`src/rtl/core/acat_pkg.sv`:
```
// ----------------------------------------------------------------------------
// acat_pkg
// Shared types and codes for the card allow table: beat field widths,
// action codes, and the command/status bundles between controller and datapath.
// ----------------------------------------------------------------------------
`default_nettype none

package acat_pkg;

  localparam int DEF_TABLE_DEPTH = 16;
  localparam int DEF_ID_BITS     = 64;

  localparam int CARD_ID_W   = 64;
  localparam int ACTION_W    = 2;
  localparam int ENTRY_CNT_W = 5;
  localparam int IN_TDATA_W  = 72;
  localparam int OUT_TDATA_W = 8;

  localparam logic [ACTION_W-1:0] ACT_LOOKUP = 2'd0;
  localparam logic [ACTION_W-1:0] ACT_ADD    = 2'd1;
  localparam logic [ACTION_W-1:0] ACT_REMOVE = 2'd2;
  localparam logic [ACTION_W-1:0] ACT_CLEAR  = 2'd3;

  typedef enum logic [1:0] {
    OK_ZERO,
    OK_ONE,
    OK_HIT_EN
  } ok_sel_t;

  typedef struct packed {
    logic    load;
    logic    rd;
    logic    rd_next;
    logic    idx_inc;
    logic    wr_upd;
    logic    wr_app;
    logic    wr_shift;
    logic    cnt_dec;
    logic    cnt_clr;
    logic    ok_load;
    ok_sel_t ok_sel;
    logic    out_load;
  } acat_cmd_t;

  typedef struct packed {
    logic [ACTION_W-1:0] act;
    logic                hit;
    logic                empty;
    logic                search_last;
    logic                shift_last;
    logic                out_free;
  } acat_sts_t;

endpackage

`default_nettype wire

```
`src/rtl/core/access_card_allow_table_core.sv`:
```
// ----------------------------------------------------------------------------
// access_card_allow_table_core
// Ordered allow table of card identifiers with lookup, add, remove and clear.
// ----------------------------------------------------------------------------
// Usage:
//   in_* channel carries one request beat: in_tuser is the action (lookup,
//   add/update, remove, clear) and in_tdata the card id and enable flag.
//   out_* channel returns exactly one result beat per request: ok and the
//   entry count after the operation.
//   One request is in flight at a time; in_tready is high only while the
//   controller is idle. Entries are compared one per cycle from the single
//   read port of the entry memory. A remove that copies entries down does a
//   read then a write for each copy, the first read overlapping the matching
//   compare. Clear and requests on an empty table compare no entries. The
//   longest request at depth D is a remove of the first of D entries.
//   Reset clears the entry count and the result valid; the entry memory is
//   not cleared, unused entries are never read.
//   If the receiver stalls, the result stays in the output register; one
//   more request is accepted and worked through, then waits in the
//   controller with in_tready low until the held beat has been taken.
// ----------------------------------------------------------------------------
`default_nettype none

module access_card_allow_table_core
  import acat_pkg::*;
#(
  parameter int TABLE_DEPTH = DEF_TABLE_DEPTH,
  parameter int ID_BITS     = DEF_ID_BITS
) (
  input  wire logic                   clk,
  input  wire logic                   rst_n,
  input  wire logic                   in_tvalid,
  output logic                        in_tready,
  // [63:0] card_id, [64] enable_flag, [71:65] zero
  input  wire logic [IN_TDATA_W-1:0]  in_tdata,
  // [1:0] action
  input  wire logic [ACTION_W-1:0]    in_tuser,
  output logic                        out_tvalid,
  input  wire logic                   out_tready,
  // [0] ok, [5:1] entry_count, [7:6] zero
  output logic [OUT_TDATA_W-1:0]      out_tdata
);

  acat_cmd_t              cmd;
  acat_sts_t              sts;
  logic                   res_ok;
  logic [ENTRY_CNT_W-1:0] res_cnt;

  acat_ctrl u_ctrl (
    .clk       (clk),
    .rst_n     (rst_n),
    .in_tvalid (in_tvalid),
    .in_tready (in_tready),
    .sts       (sts),
    .cmd       (cmd)
  );

  acat_dpath #(
    .TABLE_DEPTH (TABLE_DEPTH),
    .ID_BITS     (ID_BITS)
  ) u_dpath (
    .clk             (clk),
    .rst_n           (rst_n),
    .cmd             (cmd),
    .sts             (sts),
    .in_action       (in_tuser),
    .in_card_id      (in_tdata[CARD_ID_W-1:0]),
    .in_enable_flag  (in_tdata[CARD_ID_W]),
    .out_valid       (out_tvalid),
    .out_ready       (out_tready),
    .out_ok          (res_ok),
    .out_entry_count (res_cnt)
  );

  assign out_tdata = {(OUT_TDATA_W - ENTRY_CNT_W - 1)'(0), res_cnt, res_ok};

endmodule

`default_nettype wire

```
`src/rtl/core/acat_ctrl.sv`:
```
// ----------------------------------------------------------------------------
// acat_ctrl
// Sequencer for the allow table: walks the entries one per cycle for the
// search, then copies entries down, a read and a write each, for a remove.
// ----------------------------------------------------------------------------
`default_nettype none

module acat_ctrl
  import acat_pkg::*;
(
  input  wire logic      clk,
  input  wire logic      rst_n,
  input  wire logic      in_tvalid,
  output logic           in_tready,
  input  wire acat_sts_t sts,
  output acat_cmd_t      cmd
);

  localparam logic [2:0] S_IDLE = 3'd0;
  localparam logic [2:0] S_CHK  = 3'd1;
  localparam logic [2:0] S_CMP  = 3'd2;
  localparam logic [2:0] S_SHRD = 3'd3;
  localparam logic [2:0] S_SHWR = 3'd4;
  localparam logic [2:0] S_FIN  = 3'd5;

  logic [2:0] state_r, state_nxt;

  assign in_tready = (state_r == S_IDLE);

  always_comb begin
    cmd       = '0;
    cmd.ok_sel = OK_ZERO;
    state_nxt = state_r;
    unique case (state_r)
      S_IDLE: begin
        if (in_tvalid) begin
          cmd.load  = 1'b1;
          state_nxt = S_CHK;
        end
      end
      S_CHK: begin
        cmd.ok_load = 1'b1;
        if (sts.act == ACT_CLEAR) begin
          cmd.cnt_clr = 1'b1;
          cmd.ok_sel  = OK_ONE;
          state_nxt   = S_FIN;
        end else if (sts.empty) begin
          if (sts.act == ACT_ADD) begin
            cmd.wr_app = 1'b1;
            cmd.ok_sel = OK_ONE;
          end
          state_nxt = S_FIN;
        end else begin
          cmd.ok_load = 1'b0;
          cmd.rd      = 1'b1;
          state_nxt   = S_CMP;
        end
      end
      S_CMP: begin
        if (sts.hit) begin
          cmd.ok_load = 1'b1;
          priority case (sts.act)
            ACT_LOOKUP: begin
              cmd.ok_sel = OK_HIT_EN;
              state_nxt  = S_FIN;
            end
            ACT_ADD: begin
              cmd.wr_upd = 1'b1;
              cmd.ok_sel = OK_ONE;
              state_nxt  = S_FIN;
            end
            default: begin
              // remove: close the gap left by the matching entry
              cmd.ok_sel = OK_ONE;
              if (sts.search_last) begin
                cmd.cnt_dec = 1'b1;
                state_nxt   = S_FIN;
              end else begin
                cmd.rd      = 1'b1;
                cmd.rd_next = 1'b1;
                state_nxt   = S_SHWR;
              end
            end
          endcase
        end else if (sts.search_last) begin
          cmd.ok_load = 1'b1;
          if (sts.act == ACT_ADD) begin
            cmd.wr_app = 1'b1;
            cmd.ok_sel = OK_ONE;
          end
          state_nxt = S_FIN;
        end else begin
          cmd.rd      = 1'b1;
          cmd.rd_next = 1'b1;
          cmd.idx_inc = 1'b1;
        end
      end
      S_SHRD: begin
        cmd.rd      = 1'b1;
        cmd.rd_next = 1'b1;
        state_nxt   = S_SHWR;
      end
      S_SHWR: begin
        cmd.wr_shift = 1'b1;
        cmd.idx_inc  = 1'b1;
        if (sts.shift_last) begin
          cmd.cnt_dec = 1'b1;
          state_nxt   = S_FIN;
        end else begin
          state_nxt = S_SHRD;
        end
      end
      S_FIN: begin
        if (sts.out_free) begin
          cmd.out_load = 1'b1;
          state_nxt    = S_IDLE;
        end
      end
      default: begin
        state_nxt = S_IDLE;
      end
    endcase
  end

  always_ff @(posedge clk) begin
    if (!rst_n) begin
      state_r <= S_IDLE;
    end else begin
      state_r <= state_nxt;
    end
  end

endmodule

`default_nettype wire

```
`src/rtl/core/acat_dpath.sv`:
```
// ----------------------------------------------------------------------------
// acat_dpath
// Datapath for the allow table: entry memory, entry count, walk index,
// captured request and the registered result beat.
// ----------------------------------------------------------------------------
`default_nettype none

module acat_dpath
  import acat_pkg::*;
#(
  parameter int TABLE_DEPTH = DEF_TABLE_DEPTH,
  parameter int ID_BITS     = DEF_ID_BITS
) (
  input  wire logic                   clk,
  input  wire logic                   rst_n,
  input  wire acat_cmd_t              cmd,
  output acat_sts_t                   sts,
  input  wire logic [ACTION_W-1:0]    in_action,
  input  wire logic [CARD_ID_W-1:0]   in_card_id,
  input  wire logic                   in_enable_flag,
  output logic                        out_valid,
  input  wire logic                   out_ready,
  output logic                        out_ok,
  output logic [ENTRY_CNT_W-1:0]      out_entry_count
);

  localparam int AW = $clog2(TABLE_DEPTH);
  localparam int CW = $clog2(TABLE_DEPTH + 1);
  localparam int EW = ID_BITS + 1;

  // entry layout: enable flag on top of the identifier
  logic [EW-1:0]       mem [TABLE_DEPTH];
  logic [EW-1:0]       rdata_r;

  logic [ACTION_W-1:0] act_r;
  logic [ID_BITS-1:0]  key_r;
  logic                en_r;
  logic [CW-1:0]       cnt_r, cnt_nxt;
  logic [CW-1:0]       idx_r, idx_nxt;
  logic                ok_r, ok_nxt;
  logic                out_valid_r, out_valid_nxt;
  logic                out_ok_r;
  logic [ENTRY_CNT_W-1:0] out_cnt_r;

  logic                full;
  logic [AW-1:0]       app_addr;
  logic [AW-1:0]       rd_addr;
  logic                wr_en;
  logic [AW-1:0]       wr_addr;
  logic [EW-1:0]       wr_data;

  assign full     = (cnt_r == CW'(TABLE_DEPTH));
  assign app_addr = full ? AW'(TABLE_DEPTH - 1) : cnt_r[AW-1:0];
  assign rd_addr  = cmd.rd_next ? AW'(idx_r + CW'(1)) : idx_r[AW-1:0];
  assign wr_en    = cmd.wr_upd | cmd.wr_app | cmd.wr_shift;
  assign wr_addr  = cmd.wr_app ? app_addr : idx_r[AW-1:0];
  assign wr_data  = cmd.wr_shift ? rdata_r : {en_r, key_r};

  always_ff @(posedge clk) begin
    if (wr_en) begin
      mem[wr_addr] <= wr_data;
    end
    if (cmd.rd) begin
      rdata_r <= mem[rd_addr];
    end
  end

  always_comb begin
    cnt_nxt = cnt_r;
    if (cmd.cnt_clr) begin
      cnt_nxt = '0;
    end else if (cmd.wr_app) begin
      cnt_nxt = full ? cnt_r : cnt_r + CW'(1);
    end else if (cmd.cnt_dec) begin
      cnt_nxt = cnt_r - CW'(1);
    end

    idx_nxt = idx_r;
    if (cmd.load) begin
      idx_nxt = '0;
    end else if (cmd.idx_inc) begin
      idx_nxt = idx_r + CW'(1);
    end

    ok_nxt = ok_r;
    if (cmd.ok_load) begin
      unique case (cmd.ok_sel)
        OK_ZERO:   ok_nxt = 1'b0;
        OK_ONE:    ok_nxt = 1'b1;
        OK_HIT_EN: ok_nxt = rdata_r[ID_BITS];
        default:   ok_nxt = 1'b0;
      endcase
    end

    out_valid_nxt = out_valid_r;
    if (cmd.out_load) begin
      out_valid_nxt = 1'b1;
    end else if (out_ready) begin
      out_valid_nxt = 1'b0;
    end
  end

  always_ff @(posedge clk) begin
    if (!rst_n) begin
      cnt_r       <= '0;
      out_valid_r <= 1'b0;
    end else begin
      cnt_r       <= cnt_nxt;
      out_valid_r <= out_valid_nxt;
    end
  end

  always_ff @(posedge clk) begin
    idx_r <= idx_nxt;
    ok_r  <= ok_nxt;
    if (cmd.load) begin
      act_r <= in_action;
      key_r <= in_card_id[ID_BITS-1:0];
      en_r  <= in_enable_flag;
    end
    if (cmd.out_load) begin
      out_ok_r  <= ok_r;
      out_cnt_r <= ENTRY_CNT_W'(cnt_r);
    end
  end

  assign sts.act         = act_r;
  assign sts.hit         = (rdata_r[ID_BITS-1:0] == key_r);
  assign sts.empty       = (cnt_r == '0);
  assign sts.search_last = ({1'b0, idx_r} + (CW+1)'(1)) >= {1'b0, cnt_r};
  assign sts.shift_last  = ({1'b0, idx_r} + (CW+1)'(2)) >= {1'b0, cnt_r};
  assign sts.out_free    = !out_valid_r || out_ready;

  assign out_valid       = out_valid_r;
  assign out_ok          = out_ok_r;
  assign out_entry_count = out_cnt_r;

  a_cnt_bound: assert property (@(posedge clk) disable iff (!rst_n)
    cnt_r <= CW'(TABLE_DEPTH))
    else $error("entry count above table depth");

  a_clr: assert property (@(posedge clk) disable iff (!rst_n)
    cmd.cnt_clr |=> cnt_r == '0)
    else $error("clear did not empty the table");

  a_dec: assert property (@(posedge clk) disable iff (!rst_n)
    cmd.cnt_dec |-> cnt_r != '0)
    else $error("remove on an empty table");

  a_app: assert property (@(posedge clk) disable iff (!rst_n)
    (cmd.wr_app && !full) |=> cnt_r == $past(cnt_r) + CW'(1))
    else $error("append did not grow the count");

  a_out_hold: assert property (@(posedge clk) disable iff (!rst_n)
    (out_valid_r && !out_ready) |-> !cmd.out_load)
    else $error("result overwritten while stalled");

endmodule

`default_nettype wire

```
`config.mk`:
```
export PLATFORM = sky130hd
export DESIGN_NAME = access_card_allow_table_core
export DESIGN_NICKNAME = d
export VERILOG_FILES = /design/src/rtl/core/acat_pkg.sv /design/src/rtl/core/access_card_allow_table_core.sv /design/src/rtl/core/acat_ctrl.sv /design/src/rtl/core/acat_dpath.sv
export SDC_FILE = /design/constraint.sdc
export NUM_CORES = 1
export LEC_CHECK = 0
export BUFFER_PORTS_ARGS = -buffer_cell sky130_fd_sc_hd__buf_2
export CAP_MARGIN = 30
export CORE_MARGIN = 8
export CORE_UTILIZATION = 45
export CTS_CLUSTER_DIAMETER = 40
export DETAILED_ROUTE_END_ITERATION = 16
export PLACE_DENSITY = 0.63
export SYNTH_ARGS = -nofsm -noshare
export SYNTH_HDL_FRONTEND = slang
export SYNTH_HIERARCHICAL = 1
export SYNTH_SLANG_ARGS = --single-unit
```
`constraint.sdc`:
```
create_clock -name clk -period 21.8 [get_ports clk]
set_input_delay 5.45 -clock clk [delete_from_list [all_inputs] [get_ports clk]]
set_output_delay 5.45 -clock clk [all_outputs]
set_load 0.02 [all_outputs]
```
Word-level counts from Yosys, hierarchy flattened
Memories as Yosys holds them, arrays and structs flattened. A register that Yosys moved wholly into a read port is not among the register bits.
Index checks and enable logic that the tools add are counted.
W data, S select, Z words.

cells by class
  add/sub/neg operators = 5
  $mul = 0
  div/mod/pow operators = 0
  order comparisons = 2
  equal/unequal tests = 15
  shift-type cells = 0
  multiplexer cells = 61
  bitwise gates (word level) = 3
  reduce and logical (&&, ||, !) cells = 11

operators with widths
  kind                   count
  $mux W65               1
  $eq A64 B64 Y1         1
  $mux W3                11
  $mux W1                30
  $pmux W3 S6            1
  $mux W5                3
  $ge A6 B5 Y1           2
  $mux W4                3
  $add A5 B1 Y5 const B  2
  $mux W2                5
  $pmux W1 S2            5
  $add A5 B1 Y6 const B  1
  $add A5 B2 Y6 const B  1
  $eq A3 B2 Y1 const B   2
  $eq A3 B3 Y1 const B   2
  $ne A2 B2 Y1 const B   3
  $pmux W3 S2            1
  $eq A5 B5 Y1 const B   1
  $logic_not A5 Y1       1
  $sub A5 B1 Y5 const B  1
  $eq A2 B1 Y1 const B   2
  $eq A2 B2 Y1 const B   2
  $reduce_bool A2 Y1     2
  $reduce_or A2 Y1       2
  other kinds (11)       12

storage, ports and cells
  bits in registers = 88
  bits in latches = 0
  bits in writable memories = 1040
  bits in read-only memories = 0
  input bits = 78
  output and inout bits = 10
  word-level logic and storage cells = 108
  memories = 1

memories
  name         words  width  read ports  clocked after Yosys merged registers in  wr ports  line              RTL
  u_dpath.mem  16     65     1           1                                        1         acat_dpath.sv:32  logic [EW-1:0] mem [TABLE_DEPTH];

Depth between registers and ports, before layout
Gate-level depths: netlist of run 1.

  depth in word-level cells = 9
  mapped depth = 19
  depth with buffers taken out = 17

Cells and area by module
The synthesis of run 1 kept the hierarchy.

by module, submodules not included
  module                        instances  cells an instance  area each (um^2)  sequential area each (um^2)
  acat_dpath                    1          2181               46061.7           35624.2
  acat_ctrl                     1          57                 377.9             60.1
  access_card_allow_table_core  1          4                  26.3              0.0

Worst setup path after synthesis of run 1
Ideal clock, no wire load.

  path type = flip-flop to flip-flop
  start point = register u_dpath.idx_r[1]
  end point = memory u_dpath/mem[13][0] in the netlist's numbering (enable)
  setup time = 648 ps
  arrival time = 9047 ps
  required time = 21152 ps
  slack = 12105 ps
  stages on the path, launching flop included = 14
  path buffers = 1
  clock period less this slack = 9695 ps
  cell sequence = dfxtp_1 -> ha_1 -> ha_1 -> a21boi_0 -> o21a_1 -> o21a_1 -> o21ai_0 -> nand2_1 -> and4bb_1 -> a21oi_2 -> nor3_1 -> clkbuf_1 -> o22ai_1 -> nor4_1

RTL lines
  what                    line               RTL
  start, declared         acat_dpath.sv:39   logic [CW-1:0] idx_r, idx_nxt;
  start signal, assigned  acat_dpath.sv:114  idx_r <= idx_nxt;
  end, declared           acat_dpath.sv:32

Final worst setup path of run 1
  start point = register u_ctrl.state_r[0]
  end point = output in_tready

between the ends
  cells in the longest elaborated chain, start to end = 1

ends and longest elaborated chain
  what                    line                                RTL
  start, declared         acat_ctrl.sv:26                     logic [2:0] state_r, state_nxt;
  start signal, assigned  acat_ctrl.sv:129                    state_r <= state_nxt;
  $logic_not A3 Y1        acat_ctrl.sv:28                     assign in_tready = (state_r == S_IDLE);
  end, declared           access_card_allow_table_core.sv:33  output logic in_tready,

Every way passes these cells.

==> flow_summary.json, run 1 <==
{
  "final_max_slew_viol_count": 0,
  "min_path_type": "register to register",
  "yosysWarnings": 6,
  "grt_pass1_vias": 23700,
  "rows": 118,
  "core_um2": 103000,
  "drive_gt1_frac": 0.268,
  "start_util": 0.452,
  "die_area_um2": 114000,
  "worst_slew_pin_slew_ps": 1050,
  "cp_data_arrival_time_ps": 1780,
  "gr-max-usage-layer": "met2",
  "min_from": "u_dpath/ok_r$_DFFE_PP_",
  "clock_latency_ps": 740,
  "synth_area_leaders": "edfxtp_1, mux4_2, mux2i_1",
  "cts.htree.levels": 4,
  "synthDistinctLibCells": 56,
  "leakage_nw": 17.9,
  "setup_violations": 0,
  "cts_made_buffers": 152,
  "yosysMostFrequentCell": "edfxtp_1",
  "met3_usage": 0.0428,
  "ir_drop_v": 0.0000833,
  "final_nets": 2519,
  "fillCellCount": 7957,
  "cts_tree": "done",
  "antenna_found_initial": 3,
  "critPathMaxFanout": 13,
  "cp_data_required_time_ps": 16350,
  "start_kind": "register",
  "max_stage_delay_ps": 440,
  "io_buffer_count": 78,
  "synth_edf_count": 1179,
  "crit_path_end_kind": "output port",
  "place_congestion": 0.792,
  "fmax_mhz": 138,
  "crit_type": "register to output port",
  "postCtsSetupBuffers": 0,
  "cts_resized": 0,
  "wl_um": 112000,
  "hold_viol": 0,
  "slowest_stage": "dfxtp_1",
  "dp_hpwl_um": 56900,
  "diodes": 0,
  "synth_top_flop_cell": "edfxtp_1",
  "whs_path_depth": 0,
  "synth_top_cell_area_share": 0.762,
  "setup_slack_ps": 14570,
  "die_width_um": 337,
  "synthArstFlopShare": 0,
  "yosysTopAreaCell": "edfxtp_1",
  "ctsHoldBuffers": 0,
  "relSlewSlack": 0.299,
  "yosysSeqAreaShare": 0.768,
  "ioPinCount": 88,
  "drc": 0,
  "power_density_nw_per_um2": 125,
  "ys_seq_elements": 1193,
  "finalNonFillerCells": 3925,
  "path_cells": "nor3_1, buf_2",
  "rsz0062_at_grt": "no",
  "status": "finished, final reports clean",
  "detail_route.wl_per_cell_um": 28.6,
  "grt_use_met2": 0.318,
  "grt_max_degree": 64,
  "r2r_start": "u_dpath/key_r[62]$_DFFE_PP_",
  "place_inst": 3646,
  "synth_area_um2": 46500,
  "drtIter0Drc": 2395,
  "finalCritPeriodShare": 0.331,
  "tns_ps": 0,
  "grt_first_pass_wirelength_um": 162000,
  "die_height_um": 337,
  "track_usage": 0.196,
  "avgSynthCellArea_um2": 20.7,
  "maxCapViolCount": 0,
  "synth_cells": 2242,
  "clock_sinks": 1193,
  "antenna_left": 0,
  "vias": 23100,
  "rr_worst_depth": 16,
  "crit_path_start": "u_ctrl/state_r[0]$_SDFFE_PN0P_",
  "fin_skew_ps": 30.5,
  "clock_path_buffers": 3,
  "fin_crit_ps": 7230,
  "post-place-ws_ps": 14090,
  "root_buffer": "clkbuf_16",
  "viasPerCell": 5.89,
  "dr.pass1.iters": 5,
  "grt.met1_usage": 0.265,
  "synthToLayoutAreaGrowth_pct": 15.6,
  "synth_commonest_cells": "edfxtp_1, mux4_2, mux2i_1",
  "clk_pin_slew_ps": 50,
  "grt_overflow": 0
}
[logic make-up (layout without fill, tap and decap cells)]
logic type,count (synthesis),after routing,synth area share
xor+xnor,77,77,0.0149
flops,1193,1193,0.768
compound gates,314,314,0.0450
mux,391,391,0.138
buf+inv,138,440,0.0155
simple gates,110,110,0.0130
fa+ha+maj,18,18,0.00501
other cells,1,2,0.0000807
[registers in the layout, summed over array words and instances, names as in the netlist]
signal and count:
u_dpath/en_r 1, u_dpath/out_valid 1, u_dpath/cnt_r 5, u_dpath/act_r 2, u_dpath/idx_r 5, u_dpath/rdata_r 65
u_dpath/ok_r 1, u_dpath/out_entry_count 5, u_dpath/out_ok 1, u_dpath/mem 1040, u_dpath/key_r 64, u_ctrl/state_r 3
[cell usage in the layout, fill, tap and decap left out, drive strengths merged, types with 5 or more instances in the layout]
cell type | Yosys | layout
mux2i | 133 | 133
edfxtp | 1179 | 1179
nand2 | 11 | 11
o21ai | 76 | 76
mux4 | 195 | 195
inv | 19 | 39
clkinv | 0 | 50
nand3 | 7 | 7
nor2 | 17 | 17
o21a | 5 | 5
nor3 | 21 | 21
a221oi | 66 | 66
clkinvlp | 0 | 19
bufinv | 0 | 12
mux2 | 63 | 63
xor2 | 39 | 39
a21oi | 77 | 77
dfxtp | 14 | 14
a22oi | 67 | 67
nand4 | 11 | 11
nand2b | 8 | 8
xnor2 | 38 | 38
nor4 | 14 | 14
buf | 83 | 145
ha | 17 | 17
clkbuf | 36 | 175
[cell type report]
cell class                 instances  area, um^2  area share
inverter                          19        71.3     0.00133
tap                             1380        1730      0.0321
multi-input combinational        912       10200       0.191
sequential                      1193       35700       0.664
clock inverter                   101        1030      0.0192
timing repair buffer             145         978      0.0182
clock buffer                     175        4000      0.0744
[power by group]
part	internal, mW	switching [mW]
logic	0.453	0.780
registers	2.93	0.0790
clock network	1.48	0.970
[path summary, 6_finish.rpt]
check,to,slack [ps]
max reg2reg,u_dpath/rdata_r[35]$_DFFE_PP_,14580
min,u_dpath/out_ok$_DFFE_PP_,420
min reg2reg,u_dpath/out_ok$_DFFE_PP_,420
max,in_tready,14570
[worst max-delay path, delay by kind of cell (launching register included)]
kind,cells,cell delay [ps]
DFF,1,440
buffers and inverters,1,240
and+or+nand+nor,1,380
[metal layers]
layer | up-vias | part of all wire
li1 | 9769 | -
met1 | 12200 | 0.41
met2 | 921 | 0.48
met3 | 194 | 0.076
met4 | 0 | 0.030
met5 | - | 0
[per-stage QoR]
stage,total power [mW],instance area (um^2),utilization,hold WS (ps)
floorplan,3.91,46500,-,400
global placement,4.24,48600,0.472,414
detailed placement,4.29,48600,0.472,408
CTS,6.73,53600,0.521,423
global route,6.93,53700,0.522,437
finish,6.69,53700,0.522,421
(Power assumes the default switching activity.)
==> inputs of run 2 (changes only) <==
- PLACE_DENSITY: 0.63 -> 0.66
- clock period: 21.8 -> 6.4 ns (I/O delays scaled with it)
==> run 2 against run 1 <==
Net effect:
- first-iteration DRC count increased by 2.5%
- sequential share of layout area shrank 0.99 points
- wire length increased by 0.34%
- worst setup slack worse by 14000 ps
- clock skew down 1.8 ps
- largest cell class unchanged
- sequential power grew to 3.4 times the previous value
- cell count rose by 0.46%
- combinational power grew to 3.6 times the previous value
- utilization rose by 0.79 points
- flip-flop and latch count unchanged
==> flow_summary.json, run 2 (synthesis gave the netlist of run 1 again) <==
{
  "antenna_found_initial": 1,
  "path_buf_inv": 5,
  "diodes": 0,
  "vias": 23300,
  "largest_reg_flops": 1040,
  "max_flop_register": "u_dpath/mem",
  "fin_crit_ps": 5460,
  "max_stage_delay_ps": 530,
  "worst_slew_pin_slew_ps": 932,
  "cp_data_required_time_ps": 6820,
  "hold_viol": 0,
  "cp_data_arrival_time_ps": 5880,
  "core_um2": 103000,
  "postCtsSetupBuffers": 0,
  "fin_skew_ps": 28.7,
  "clk_pin_slew_ps": 60,
  "dp_hpwl_um": 61100,
  "setup_violations": 0,
  "path_cells": "xnor2_1, nand4_1, nor4_1, buf_4, nand3_1, nor3_1, buf_4, and4bb_1, a21oi_2, nor3_1, buf_4, o21a_1, a22oi_4, nand2_1, nor3_2, buf_12, buf_4",
  "mostFrequentLayoutCell": "edfxtp_1",
  "ctsHoldBuffers": 0,
  "grt_pass1_vias": 23800,
  "rows": 118,
  "critPathMaxFanout": 16,
  "viasPerCell": 5.92,
  "tns_ps": 0,
  "holdWs_ps": 418,
  "grt_max_degree": 66,
  "cts_made_buffers": 140,
  "root_buffer": "clkbuf_16",
  "ioPinCount": 88,
  "grt_first_pass_wirelength_um": 163000,
  "leakage_nw": 18.2,
  "synthToLayoutAreaGrowth_pct": 17.4,
  "drive_gt1_frac": 0.272,
  "final_max_slew_viol_count": 0,
  "die_area_um2": 114000,
  "cts_resized": 0,
  "clock_latency_ps": 720,
  "placed_area_um2": 49800,
  "top_regs": "u_dpath/mem x1040, u_dpath/rdata_r x65, u_dpath/key_r x64",
  "drc": 0,
  "regArea_um2": 35700,
  "crit_family": "simple AND/OR/NAND/NOR gates",
  "ir_drop_v": 0.000282,
  "finalNonFillerCells": 3943,
  "maxCapViolCount": 0,
  "finalCritPeriodShare": 0.853,
  "detail_route.wl_per_cell_um": 28.6,
  "relSlewSlack": 0.379,
  "dr.pass1.iters": 5,
  "mostFrequentLayoutCells": "edfxtp_1, mux4_2, clkbuf_16",
  "cts_tree": "done",
  "die_height_um": 337,
  "stdcell_area_um2": 54500,
  "final_nets": 2547,
  "track_usage": 0.197,
  "die_width_um": 337,
  "rsz0062_at_grt": "no",
  "power_density_nw_per_um2": 416,
  "clock_path_buffers": 3,
  "start_util": 0.452,
  "antenna_left": 0,
  "grt_overflow": 0,
  "fmax_mhz": 183,
  "drtIter0Drc": 2454,
  "place_congestion": 0.788,
  "io_buffer_count": 78,
  "start_kind": "register",
  "wl_um": 113000,
  "slowest_stage": "xnor2_1",
  "place_inst": 3689,
  "multi_input_area_um2": 10300,
  "min_path_type": "register to register",
  "clock_sinks": 1193,
  "crit_type": "register to register",
  "status": "finished, final reports clean",
  "cts.htree.levels": 4,
  "crit_path_end_kind": "register",
  "path_common_cell": "buf_4",
  "fillCellCount": 7849
}
==> run 2: cell count changes in the layout (fill, tap and decap cells not counted), moves of 8 or more <==
cell        change
clkinv_1        +8
buf_12         +69
buf_4          -23
clkbuf_16       -9
clkinvlp_4      -8
==> run 2: per-stage QoR <==
| step | total power [mW] | worst slack [ps] | utilization |
|---|---|---|---|
| final | 22.7 | 942 | 0.530 |
| after global routing | 23.4 | 866 | 0.530 |
| after CTS | 22.8 | 1030 | 0.530 |
| after detailed placement | 14.9 | 1080 | 0.484 |
| after global placement | 14.7 | 963 | 0.484 |
| after floorplan | 13.3 | -1670 | - |
==> run 2: layout make-up <==
class / count / share of cell area
Inverter: 19 / 0.00131
Multi-Input combinational cell: 912 / 0.189
Clock inverter: 93 / 0.0175
Clock buffer: 161 / 0.0688
Timing Repair Buffer: 185 / 0.0379
Tap cell: 1380 / 0.0317
Sequential cell: 1193 / 0.654
==> run 2: path summary, 6_finish.rpt <==
kind | depth (start not counted) | end | start | slack (ps)
hold / removal | 0 | u_dpath/out_ok$_DFFE_PP_ | u_dpath/ok_r$_DFFE_PP_ | 420
setup / recovery | 17 | u_dpath/mem[2][12]$_DFFE_PP_ | u_dpath/key_r[62]$_DFFE_PP_ | 940
hold reg to reg | 0 | u_dpath/out_ok$_DFFE_PP_ | u_dpath/ok_r$_DFFE_PP_ | 420
setup reg to reg | 17 | u_dpath/mem[2][12]$_DFFE_PP_ | u_dpath/key_r[62]$_DFFE_PP_ | 940
==> run 2: metal layers <==
metal	global-route usage	part of all wire
met5	0	0
met4	0.0598	0.026
met3	0.0351	0.076
met2	0.321	0.49
met1	0.273	0.41
==> run 2: worst reg2reg max path, stage by stage, from the launching register on <==
cell and delay (ps):
edfxtp_1 410, xnor2_1 530, nand4_1 460, nor4_1 480, buf_4 210, nand3_1 110
nor3_1 330, buf_4 230, and4bb_1 240, a21oi_2 100, nor3_1 90, buf_4 180
o21a_1 220, a22oi_4 470, nand2_1 270, nor3_2 340, buf_12 260, buf_4 240
==> run 2: where the power goes <==
part / internal [mW] / switching [mW]
logic: 1.69 / 2.77
clock network: 4.78 / 3.17
registers: 9.98 / 0.279
